==> src/rtl/ghmm_pkg.sv <==
// ----------------------------------------------------------------------------
// ghmm_pkg
// Shared constants, codes and types for the grid histogram with min/max scan.
// ----------------------------------------------------------------------------
package ghmm_pkg;

    // Default grid geometry and count width
    localparam int GRID_COLS_DEF  = 32;
    localparam int GRID_ROWS_DEF  = 32;
    localparam int COUNT_BITS_DEF = 16;

    // Fixed field widths
    localparam int POS_W    = 20;   // signed Q16.4 coordinate
    localparam int SPAN_W   = 19;   // configuration registers
    localparam int OFF_W    = 20;   // offset from the lower edge, unsigned
    localparam int SEL_W    = 5;    // read_col / read_row / tile_col / tile_row
    localparam int MM_W     = 20;   // min_count / max_count
    localparam int TCNT_W   = 16;   // tile_count
    localparam int MODE_W   = 2;
    localparam int CFG_IDX_W = 2;

    localparam int IN_DATA_W  = 56;
    localparam int OUT_DATA_W = 72;

    // Scan cap for reported min and max
    localparam logic [MM_W-1:0] SCAN_CAP = 20'd1000000;

    // Input item kinds
    localparam logic [MODE_W-1:0] MODE_POINT = 2'd0;
    localparam logic [MODE_W-1:0] MODE_SCAN  = 2'd1;
    localparam logic [MODE_W-1:0] MODE_READ  = 2'd2;

    // Configuration register indexes
    localparam logic [CFG_IDX_W-1:0] CFG_HALF_SPAN_X = 2'd0;
    localparam logic [CFG_IDX_W-1:0] CFG_HALF_SPAN_Y = 2'd1;
    localparam logic [CFG_IDX_W-1:0] CFG_TILE_WIDTH  = 2'd2;
    localparam logic [CFG_IDX_W-1:0] CFG_TILE_HEIGHT = 2'd3;

    // Configuration reset values
    localparam logic [SPAN_W-1:0] HALF_SPAN_X_RST = 19'd32000;
    localparam logic [SPAN_W-1:0] HALF_SPAN_Y_RST = 19'd16000;
    localparam logic [SPAN_W-1:0] TILE_WIDTH_RST  = 19'd2000;
    localparam logic [SPAN_W-1:0] TILE_HEIGHT_RST = 19'd1000;

    // Request to the shared binning divider
    typedef struct packed {
        logic              start;
        logic [OFF_W-1:0]  dividend;
        logic [SPAN_W-1:0] divisor;
    } div_req_t;

endpackage

==> src/rtl/ghmm_bin_div.sv <==
// ----------------------------------------------------------------------------
// ghmm_bin_div
// Shared repeated-subtraction unit: quotient of an offset by a tile size,
// clamped to a limit. One subtract and compare per cycle.
// ----------------------------------------------------------------------------
module ghmm_bin_div #(
    parameter int QW = 5
) (
    input  logic              clk,
    input  logic              rst_n,
    input  ghmm_pkg::div_req_t req,
    input  logic [QW-1:0]     limit,
    output logic              done,
    output logic [QW-1:0]     quot
);

    logic                        busy_reg, busy_next;
    logic [ghmm_pkg::OFF_W-1:0]  rem_reg, rem_next;
    logic [ghmm_pkg::SPAN_W-1:0] dsr_reg, dsr_next;
    logic [QW-1:0]               lim_reg, lim_next;
    logic [QW-1:0]               q_reg, q_next;
    logic                        stop;

    // Stop once the limit is reached or the remainder no longer holds a tile
    assign stop = (q_reg == lim_reg) ||
                  (rem_reg < ghmm_pkg::OFF_W'(dsr_reg));
    assign done = busy_reg && stop;
    assign quot = q_reg;

    always_comb
    begin
        busy_next = busy_reg;
        rem_next  = rem_reg;
        dsr_next  = dsr_reg;
        lim_next  = lim_reg;
        q_next    = q_reg;
        if (req.start)
        begin
            busy_next = 1'b1;
            rem_next  = req.dividend;
            dsr_next  = req.divisor;
            lim_next  = limit;
            q_next    = '0;
        end
        else if (busy_reg)
        begin
            if (stop)
            begin
                busy_next = 1'b0;
            end
            else
            begin
                rem_next = rem_reg - ghmm_pkg::OFF_W'(dsr_reg);
                q_next   = q_reg + QW'(1);
            end
        end
    end

    always_ff @(posedge clk or negedge rst_n)
    begin
        if (!rst_n)
        begin
            busy_reg <= 1'b0;
        end
        else
        begin
            busy_reg <= busy_next;
        end
    end

    always_ff @(posedge clk)
    begin
        rem_reg <= rem_next;
        dsr_reg <= dsr_next;
        lim_reg <= lim_next;
        q_reg   <= q_next;
    end

endmodule

==> config.mk <==
export PLATFORM = sky130hd
export DESIGN_NAME = ghmm_bin_div
export DESIGN_NICKNAME = d
export VERILOG_FILES = /design/src/rtl/ghmm_pkg.sv /design/src/rtl/ghmm_bin_div.sv
export SDC_FILE = /design/constraint.sdc
export NUM_CORES = 1
export LEC_CHECK = 0
export BUFFER_PORTS_ARGS = -buffer_cell sky130_fd_sc_hd__buf_2
export CORE_ASPECT_RATIO = 0.9
export CORE_MARGIN = 4
export CORE_UTILIZATION = 47
export CTS_BUF_LIST = sky130_fd_sc_hd__clkbuf_2
export CTS_CLUSTER_SIZE = 20
export DETAILED_ROUTE_END_ITERATION = 10
export GPL_TIMING_DRIVEN = 0
export PLACE_DENSITY = 0.69
export SLEW_MARGIN = 20
export SYNTH_ARGS = -nofsm -noshare
export SYNTH_HDL_FRONTEND = slang
export SYNTH_SLANG_ARGS = --single-unit
==> constraint.sdc <==
create_clock -name clk -period 3.6 [get_ports clk]
set_clock_uncertainty 0.15 [all_clocks]
set_input_delay 0.18 -clock clk [delete_from_list [all_inputs] [get_ports clk]]
set_output_delay 0.18 -clock clk [all_outputs]
set_load 0.02 [all_outputs]
==> results of run 1 <==
-- stage by stage --
| step | setup slack, ns | power, mW | instances | hold slack [ns] | area [µm²] |
|---|---|---|---|---|---|
| 6_report | 0.3534 | 2.597 | 440 | 0.03534 | 3775 |
| 3_5_place_dp | 0.5540 | 2.268 | 386 | -0.1927 | 3252 |
| 2_1_floorplan | 0.8335 | 1.995 | 264 | -0.2656 | 2904 |
| 3_3_place_gp | 0.5753 | 2.229 | 386 | -0.1943 | 3252 |
| 4_1_cts | 0.1495 | 2.604 | 439 | 0.01046 | 3767 |
| 5_1_grt | 0.07158 | 2.823 | 440 | 0.02098 | 3775 |
-- per-layer routing --
metal / vias up / global-route usage [%] / wire length (µm)
li1: 1163 / - / -
met1: 1005 / 23.27 / 2877
met2: 67 / 30.20 / 2849
met3: 11 / 3.080 / 290
met4: 0 / 5.873 / 114
met5: - / 0 / 0
-- tightest hold or removal path, stage by stage --
cell and delay [ns]:
buf_2 0.09, a21oi_1 0.13, a211oi_1 0.06
-- cells in the final DEF, fill, tap and decap left out, types with 3 or more instances in the layout --
cell type      synthesis  routed
o21ai_1                3       3
dfxtp_1                5       5
o21a_1                 3       3
xnor2_1               13      13
buf_2                  0      52
nand4_1                4       4
o21ai_0               17      17
nand3_1                7       7
ha_1                  20      20
xor2_1                10      10
edfxtp_1              44      44
inv_1                 23      23
clkbuf_1               4       4
a21o_1                 3       3
nand2b_1               4       4
a21oi_1               16      16
nand2_1               27      27
nor2_1                14      14
clkbuf_2               0       7
dlygate4sd3_1          0      45
nor3_1                 3       3
-- cell families (layout without fill, tap and decap cells) --
group / count (synthesis) / in the layout / synth area share [%]
multiplexers: 2 / 2 / 0.7324
flip-flops: 50 / 50 / 49.81
AND/OR/NAND/NOR: 73 / 73 / 12.49
XOR/XNOR: 23 / 23 / 6.937
buffers and inverters: 28 / 134 / 3.877
AO/OA/AOI/OAI: 67 / 67 / 16.85
adder cells (fa/ha/maj): 21 / 21 / 9.306
-- path summary, 6_finish.rpt --
kind	from	end	cells after the start
hold reg to reg	quot[1]	quot[1]	2
min in group asynchronous	rst_n	busy_reg	3
setup / recovery	rem_reg[0]	done	12
hold / removal	req[38]	rem_reg[19]	3
max in group asynchronous	rst_n	busy_reg	3
setup reg to reg	rem_reg[0]	rem_reg[0]	11
-- layout make-up --
| class | instances | area (µm²) |
|---|---|---|
| plain buffers | 5 | 26.28 |
| flip-flops and latches | 50 | 1446 |
| inverters | 23 | 86.33 |
| clock buffers | 7 | 35.03 |
| clock inverters | 1 | 30.03 |
| fillers | 465 | 2048 |
| repair buffers | 98 | 718.2 |
| well taps | 70 | 87.58 |
| multi-input cells | 186 | 1345 |
-- repair_timing --
item                                    CTS  global route
endpoints found under the setup margin    0             1
endpoints found under the hold margin    44             0
hold buffers                             45             0
setup buffers                             0             1
-- power groups by stage --
stage                     Clock, mW  Sequential [mW]  Combinational, mW
after detailed placement          0            0.932               1.34
after global placement            0            0.925               1.30
after global routing          0.330            0.934               1.56
after floorplan                   0            0.924               1.07
final                         0.297            0.915               1.38
after CTS                     0.306            0.918               1.38
==> flow_summary.json, run 1 <==
{
  "power.switching_mw": 1.004,
  "synth-edff-count": 44,
  "holdCritPathClass": "primary input to flip-flop",
  "fp.dieW_um": 90.86,
  "drive_gt1_share_pct": 21.89,
  "rsz0062_at_grt": "no",
  "hold_viol": 0,
  "grt_max_degree": 31,
  "diodes": 0,
  "yosysMostFrequentCell": "edfxtp_1",
  "final_util_pct": 64.83,
  "avgSynthCellArea_um2": 11.00,
  "synthCells": 264,
  "die-area_mm2": 0.007502,
  "synth.largest_area_cell": "edfxtp_1",
  "grt_antenna_before_repair": 0,
  "syn_area_mm2": 0.002904,
  "r2r_slack_ns": 0.56,
  "ir_drop_v": 0.0002972,
  "vias": 2246,
  "switching_share_pct": 38.66,
  "portBuffers": 52,
  "p_per_area_mw_per_mm2": 688.0,
  "power.leakage_nw": 1.613,
  "crit_buf_inv": 3,
  "drc": 0,
  "status": "finished clean",
  "ant_nets": 0,
  "cap_violations": 0,
  "cts_sinks": 50,
  "cp_top_family": "compound AO/OA/AOI/OAI gates",
  "synth_area_leaders": "edfxtp_1, ha_1, xnor2_1, nand2_1, dfxtp_1",
  "syn_nets": 332,
  "first_global_vias": 2316,
  "dp_hpwl_um": 4252,
  "final-setup-viol-count": 0,
  "start_util_pct": 49.87,
  "cp_slowest_stage_delay_ns": 0.42,
  "grt-ovfl-total": 0,
  "grt_usage_pct": 17.72,
  "wl_per_cell_um": 13.94,
  "htreeDepth": 2,
  "internal-power_mw": 1.593,
  "dr.pass1.iters": 4,
  "finalCritPeriodShare_pct": 90.18,
  "drv_slew": 0,
  "placementRows": 26,
  "async_reset_ff_share_pct": 2.000,
  "crit_path_end_kind": "output pin",
  "die_h_um": 82.57,
  "arrival_ns": 2.92,
  "cts_made_buffers": 5,
  "clock_latency_ns": 0.42,
  "syn_to_final_growth_pct": 29.99,
  "final.setup.tns_ns": 0,
  "period_needed_ns": 3.247,
  "drt_iter0_markers": 113,
  "path_cells": "inv_1, ha_1, inv_1, fa_1, a21o_1, nand4_1, a21oi_1, o211ai_1, nand2_1, a21o_1, a21boi_0, buf_2",
  "power.share.clock_pct": 11.5,
  "clockBufferDepth": 2,
  "ys_seq_elements": 50,
  "gp_congestion": 0.8565,
  "clockRootBuffer": "clkbuf_2",
  "ios": 53,
  "synth_warnings": 0,
  "crit_required_ns": 3.27,
  "maxSlewHeadroom_pct": 53.63,
  "synth.yosys.seq_area_share_pct": 49.81,
  "wirelength_um": 6132,
  "critPathKind": "flip-flop to output pin",
  "largest_register_ffs": 20,
  "yosys-top-cells-count": "edfxtp_1, nand2_1, inv_1",
  "max_freq_ghz": 0.3080,
  "core-area_mm2": 0.005823,
  "routed_via_density": 5.105,
  "yosysUniqueCellTypes": 55,
  "critPathSlowestCell": "edfxtp_1",
  "final_nets": 437,
  "startpoint_type": "flip-flop",
  "worst_pin_slew_ns": 0.6956,
  "grt_pass1_wl_um": 10450,
  "worst-path-max-fanout": 3,
  "clkSlewWorstSetupHoldPaths_ns": 0.23,
  "cts_tree": "yes",
  "synth_flop_cell": "edfxtp_1",
  "power_frac_comb_pct": 53.3,
  "cts_resized": 0,
  "netlist.area_leader.share_pct": 45.50,
  "seq_power_share_pct": 35.2
}
Note: power is estimated with default switching activity, not from simulation.
==> run 2, diff against run 1 <==
--- a/config.mk
+++ b/config.mk
@@ -8,12 +8,13 @@
 export BUFFER_PORTS_ARGS = -buffer_cell sky130_fd_sc_hd__buf_2
 export CORE_ASPECT_RATIO = 0.9
 export CORE_MARGIN = 4
-export CORE_UTILIZATION = 47
+export CORE_UTILIZATION = 52
 export CTS_BUF_LIST = sky130_fd_sc_hd__clkbuf_2
 export CTS_CLUSTER_SIZE = 20
 export DETAILED_ROUTE_END_ITERATION = 10
 export GPL_TIMING_DRIVEN = 0
-export PLACE_DENSITY = 0.69
+export PLACE_DENSITY = 0.78
+export SETUP_SLACK_MARGIN = 0.5
 export SLEW_MARGIN = 20
 export SYNTH_ARGS = -nofsm -noshare
 export SYNTH_HDL_FRONTEND = slang
==> constraint.sdc (replaced) <==
create_clock -name clk -period 2.8 [get_ports clk]
set_clock_uncertainty 0.15 [all_clocks]
set_input_delay 0.14 -clock clk [delete_from_list [all_inputs] [get_ports clk]]
set_output_delay 0.14 -clock clk [all_outputs]
set_load 0.02 [all_outputs]
==> run 2 against run 1 <==
  * The run now ends with setup timing left
  * Sequential power increased by 30%
  * Design area increased by 7.1%
  * Critical path depth unchanged
  * Critical endpoint unchanged
  * Largest cell class is now multi-input gates
  * Largest power group unchanged
==> flow_summary.json, run 2 (synthesized netlist as in run 1, its figures left out) <==
{
  "status": "finished, violations left",
  "violations": "setup timing",
  "grt_usage_pct": 21.94,
  "fp.dieW_um": 86.78,
  "startpoint_type": "flip-flop",
  "first_global_vias": 2498,
  "diodes": 0,
  "wl_met1_um": 3063,
  "dr.pass1.iters": 4,
  "syn_to_final_growth_pct": 39.25,
  "routed_via_density": 5.477,
  "final-setup-viol-count": 27,
  "p_per_area_mw_per_mm2": 969.0,
  "final_common_cell": "buf_2",
  "dr_wl_met2_um": 3561,
  "portBuffers": 52,
  "arrival_ns": 2.78,
  "ios": 53,
  "cts_sinks": 50,
  "setup_ws_ns": -0.2650,
  "power_mw": 3.919,
  "final_cell_mix": "buf_2, dlygate4sd3_1, edfxtp_1",
  "final_nets": 455,
  "die_h_um": 78.90,
  "core-area_mm2": 0.005318,
  "met3_length_um": 429,
  "cap_violations": 0,
  "die-area_mm2": 0.006846,
  "grt_max_degree": 31,
  "placed_cells": 383,
  "power.leakage_nw": 1.715,
  "maxSlewHeadroom_pct": 52.87,
  "drv_slew": 0,
  "gp_congestion": 0.8513,
  "ir_drop_v": 0.0005353,
  "crit_required_ns": 2.51,
  "dpl_worst_slack_ns": 0.02257,
  "rr_startpoint": "rem_reg[0]",
  "r2r_slack_ns": -0.18,
  "clockBufferDepth": 2,
  "start_util_pct": 54.61,
  "wl_per_cell_um": 15.78,
  "critPathKind": "flip-flop to output pin",
  "place_area_mm2": 0.003273,
  "ant_nets": 0,
  "placementRows": 25,
  "drt_iter0_markers": 178,
  "dp_hpwl_um": 4306,
  "rsz0062_at_grt": "yes",
  "clkSlewWorstSetupHoldPaths_ns": 0.25,
  "cp-startpoint": "rem_reg[0]",
  "wirelength_um": 7178,
  "r2r_cells": 16,
  "cts_made_buffers": 5,
  "worst_pin_slew_ns": 0.7070,
  "crit_path_end": "done",
  "design_area_mm2": 0.004044,
  "grt_antenna_before_repair": 0,
  "clockRootBuffer": "clkbuf_2",
  "htreeDepth": 2,
  "dr.max_layer_used": "met4",
  "largest_register_ffs": 20,
  "grt-ovfl-total": 0,
  "holdCritPathClass": "primary input to flip-flop",
  "drc": 0,
  "crit_path_end_kind": "output pin",
  "clock_latency_ns": 0.43,
  "finalCritPeriodShare_pct": 109.5,
  "period_needed_ns": 3.065,
  "drive_gt1_share_pct": 29.90,
  "worst-path-max-fanout": 2,
  "fin_cells": 455,
  "hold_viol": 0,
  "r2r_end": "rem_reg[12]",
  "grt_pass1_wl_um": 11720,
  "cts_tree": "yes",
  "max_freq_ghz": 0.3263,
  "vias": 2492
}
run 2: through the flow:
stage / utilization (%) / hold WS [ns] / setup TNS [ns]
after floorplan: - / -0.3056 / 0
after global placement: 61.55 / -0.2343 / 0
after detailed placement: 61.55 / -0.2327 / 0
final: 76.05 / 0.03704 / -2.665
after global routing: 76.05 / 0.0004523 / -7.107
after CTS: 74.61 / 0.01117 / -0.4857
run 2: worst min-delay path by stage:
stage                     cells after the start    start     endpoint
after floorplan                               0    rst_n     busy_reg
after global placement                        1    rst_n     busy_reg
after detailed placement                      1    rst_n     busy_reg
after global routing                          3  req[38]  rem_reg[19]
after CTS                                     3  req[38]  rem_reg[19]
final                                         3  req[38]  rem_reg[19]
run 2: repair_timing:
action / CTS / global route
hold buffers: 45 / 0
gates resized for setup: 25 / 11
cloned: 3 / 0
setup endpoints to repair: 37 / 40
buffers inserted: 12 / 4
hold endpoints to repair: 44 / 0
pin swaps: 14 / 7
run 2: cell type report:
class / instances / area (µm²)
clock buffers: 7 / 35.03
well taps: 67 / 83.83
repair buffers: 113 / 878.3
clock inverters: 1 / 7.507
multi-input cells: 189 / 1480
flip-flops and latches: 50 / 1446
plain buffers: 5 / 26.28
inverters: 23 / 86.33
fillers: 364 / 1274
run 2: layer usage:
layer,up-vias,global-route usage [%]
met5,-,0
met4,0,6.542
met3,17,4.046
met2,79,37.77
met1,1188,28.00
li1,1208,-
run 2: worst max-delay path, stage by stage (launching register included):
cell	delay (ns)
edfxtp_1	0.42
inv_1	0.06
ha_2	0.17
inv_2	0.04
fa_2	0.36
a21o_1	0.19
nand4_1	0.14
a21oi_2	0.09
o211ai_1	0.24
nand2_1	0.13
a21o_1	0.20
a21boi_2	0.17
buf_6	0.14
run 2: where the power goes:
part           switching (mW)  internal, mW
clock                   0.226        0.0689
combinational            1.25          1.19
sequential             0.0985          1.09
==> run 3, diff against run 2 <==
--- a/config.mk
+++ b/config.mk
@@ -5,15 +5,18 @@
 export SDC_FILE = /design/constraint.sdc
 export NUM_CORES = 1
 export LEC_CHECK = 0
-export BUFFER_PORTS_ARGS = -buffer_cell sky130_fd_sc_hd__buf_2
+export CELL_PAD_IN_SITES_DETAIL_PLACEMENT = 0
+export CELL_PAD_IN_SITES_GLOBAL_PLACEMENT = 1
 export CORE_ASPECT_RATIO = 0.9
 export CORE_MARGIN = 4
-export CORE_UTILIZATION = 52
+export CORE_UTILIZATION = 47
 export CTS_BUF_LIST = sky130_fd_sc_hd__clkbuf_2
 export CTS_CLUSTER_SIZE = 20
 export DETAILED_ROUTE_END_ITERATION = 10
+export DONT_BUFFER_PORTS = 1
 export GPL_TIMING_DRIVEN = 0
-export PLACE_DENSITY = 0.78
+export MAX_ROUTING_LAYER = met4
+export PLACE_DENSITY_LB_ADDON = 0.1
 export SETUP_SLACK_MARGIN = 0.5
 export SLEW_MARGIN = 20
 export SYNTH_ARGS = -nofsm -noshare
==> run 3 against run 2 <==
  * The flow still finishes with violations (setup timing)
  * Hold slack improved by 0.034 ns
  * Critical path type unchanged
  * Largest power group unchanged
  * Via count decreased by 11%
  * Core utilization is 11 points lower
  * Worst setup slack improved by 0.12 ns
  * Final cell count down 11%
  * Sequential share of layout area increased by 2.3 points
  * Design area fell by 6.0%
  * Clock power is 37% higher
  * Critical endpoint unchanged
  * Critical path depth fell by 1
  * Wire length decreased by 8.0%
  * Non-clock buffer count fell by 51
  * Global-route usage is 2.9 points lower
==> flow_summary.json, run 3 (synthesized netlist as in run 1, its figures left out) <==
{
  "p_per_area_mw_per_mm2": 991.1,
  "seqCellArea_mm2": 0.001446,
  "final_cell_mix": "dlygate4sd3_1, edfxtp_1, nand2_1",
  "cts_sinks": 50,
  "final_nets": 404,
  "vias": 2207,
  "hold_viol": 0,
  "drt_iter0_markers": 124,
  "clockBufferDepth": 2,
  "max_freq_ghz": 0.3392,
  "die-area_mm2": 0.007502,
  "core-area_mm2": 0.005823,
  "startpoint_type": "flip-flop",
  "setup_ws_ns": -0.1481,
  "power.leakage_nw": 1.521,
  "drv_slew": 0,
  "gr-max-usage-layer": "met2",
  "portBuffers": 0,
  "grt_antenna_before_repair": 0,
  "routed_via_density": 5.423,
  "cap_violations": 0,
  "syn_to_final_growth_pct": 30.85,
  "period_needed_ns": 2.948,
  "drive_gt1_share_pct": 18.10,
  "maxSlewHeadroom_pct": 55.33,
  "fin_cells": 407,
  "grtUsageMet2_pct": 29.68,
  "htreeDepth": 2,
  "hp-start": "req[39]",
  "rsz0062_at_grt": "yes",
  "clock_latency_ns": 0.45,
  "multi_input_area_mm2": 0.001459,
  "ios": 53,
  "wirelength_um": 6604,
  "fillerInstances": 464,
  "largest_register_ffs": 20,
  "placed_cells": 334,
  "first_global_vias": 2151,
  "die_h_um": 82.57,
  "status": "finished, violations left",
  "dr.pass1.iters": 4,
  "grt_pass1_wl_um": 10680,
  "crit_path_end_kind": "output pin",
  "grt_usage_pct": 19.08,
  "cts_made_buffers": 5,
  "fp.dieW_um": 90.86,
  "worst-path-max-fanout": 2,
  "gp_congestion": 0.7768,
  "violations": "setup timing",
  "fin_hold_ws_ns": 0.07092,
  "ant_nets": 0,
  "drc": 0,
  "start_util_pct": 49.87,
  "critPathKind": "flip-flop to output pin",
  "rr_startpoint": "rem_reg[0]",
  "worst_pin_slew_ns": 0.6701,
  "holdCritPathClass": "primary input to flip-flop",
  "crit_required_ns": 2.51,
  "wl_per_cell_um": 16.23,
  "final_common_cell": "dlygate4sd3_1",
  "cp-startpoint": "rem_reg[0]",
  "grt-ovfl-total": 0,
  "arrival_ns": 2.66,
  "use_met1_pct": 25.44,
  "grtUsageMet3_pct": 5.072,
  "final-setup-viol-count": 21,
  "finalCritPeriodShare_pct": 105.3,
  "diodes": 0,
  "cts_tree": "yes",
  "clockRootBuffer": "clkbuf_2",
  "clkSlewWorstSetupHoldPaths_ns": 0.29,
  "grt_max_degree": 28,
  "dp_hpwl_um": 4155,
  "placementRows": 26,
  "ir_drop_v": 0.0006205
}
## run 3: per-stage QoR
stage	power (mW)	area [µm²]	utilization, %	setup TNS (ns)	worst slack, ns
5_1_grt	4.055	3800	65.26	-5.928	-0.3780
2_1_floorplan	2.596	2929	-	0	0.2875
6_report	3.766	3800	65.26	-1.485	-0.1481
3_5_place_dp	2.902	3017	51.80	-1.117	-0.05709
4_1_cts	3.689	3760	64.57	-0.3785	-0.1702
3_3_place_gp	2.880	3017	51.80	0	0.005513
## run 3: area by class of cell
type	count	share of cell area, %
multi-input cells	189	38.39
flip-flops and latches	50	38.06
repair buffers	62	16.36
well taps	70	2.305
inverters	23	2.272
clock inverters	3	1.251
plain buffers	5	0.6915
clock buffers	5	0.6585
## run 3: critical path: stages, from the launching register on
cell      delay (ns)
edfxtp_1        0.43
inv_1           0.07
ha_2            0.18
inv_2           0.04
fa_2            0.34
a21o_1          0.18
nand4_1         0.13
a21oi_2         0.09
o211ai_1        0.23
nand2_1         0.11
a21o_1          0.19
a21boi_4        0.22
## run 3: final timing paths
path	end	slack [ns]	cells after the start
hold reg to reg	quot[4]	0.56	2
max in group asynchronous	busy_reg	2.17	2
setup / recovery	done	-0.15	11
setup reg to reg	rem_reg[9]	-0.11	14
hold / removal	rem_reg[12]	0.07	2
min in group asynchronous	busy_reg	0.23	2
## run 3: routing by layer
metal  wire length, µm  vias up
met1              3165     1035
met3               506        5
met4                45        0
met5                 0        -
li1                  -     1103
met2              2887       64
## run 3: timing repair
item | CTS | global route
pin swaps | 10 | 3
hold buffers | 48 | 0
buffers inserted | 10 | 4
endpoints found under the setup margin | 37 | 39
resized for setup | 23 | 3
hold endpoints to repair | 70 | 0
gates cloned | 3 | 0
## run 3: power by group
part	switching, mW	internal [mW]
clock	0.246	0.156
sequential	0.110	1.09
combinational	1.11	1.05
total	1.47	2.30
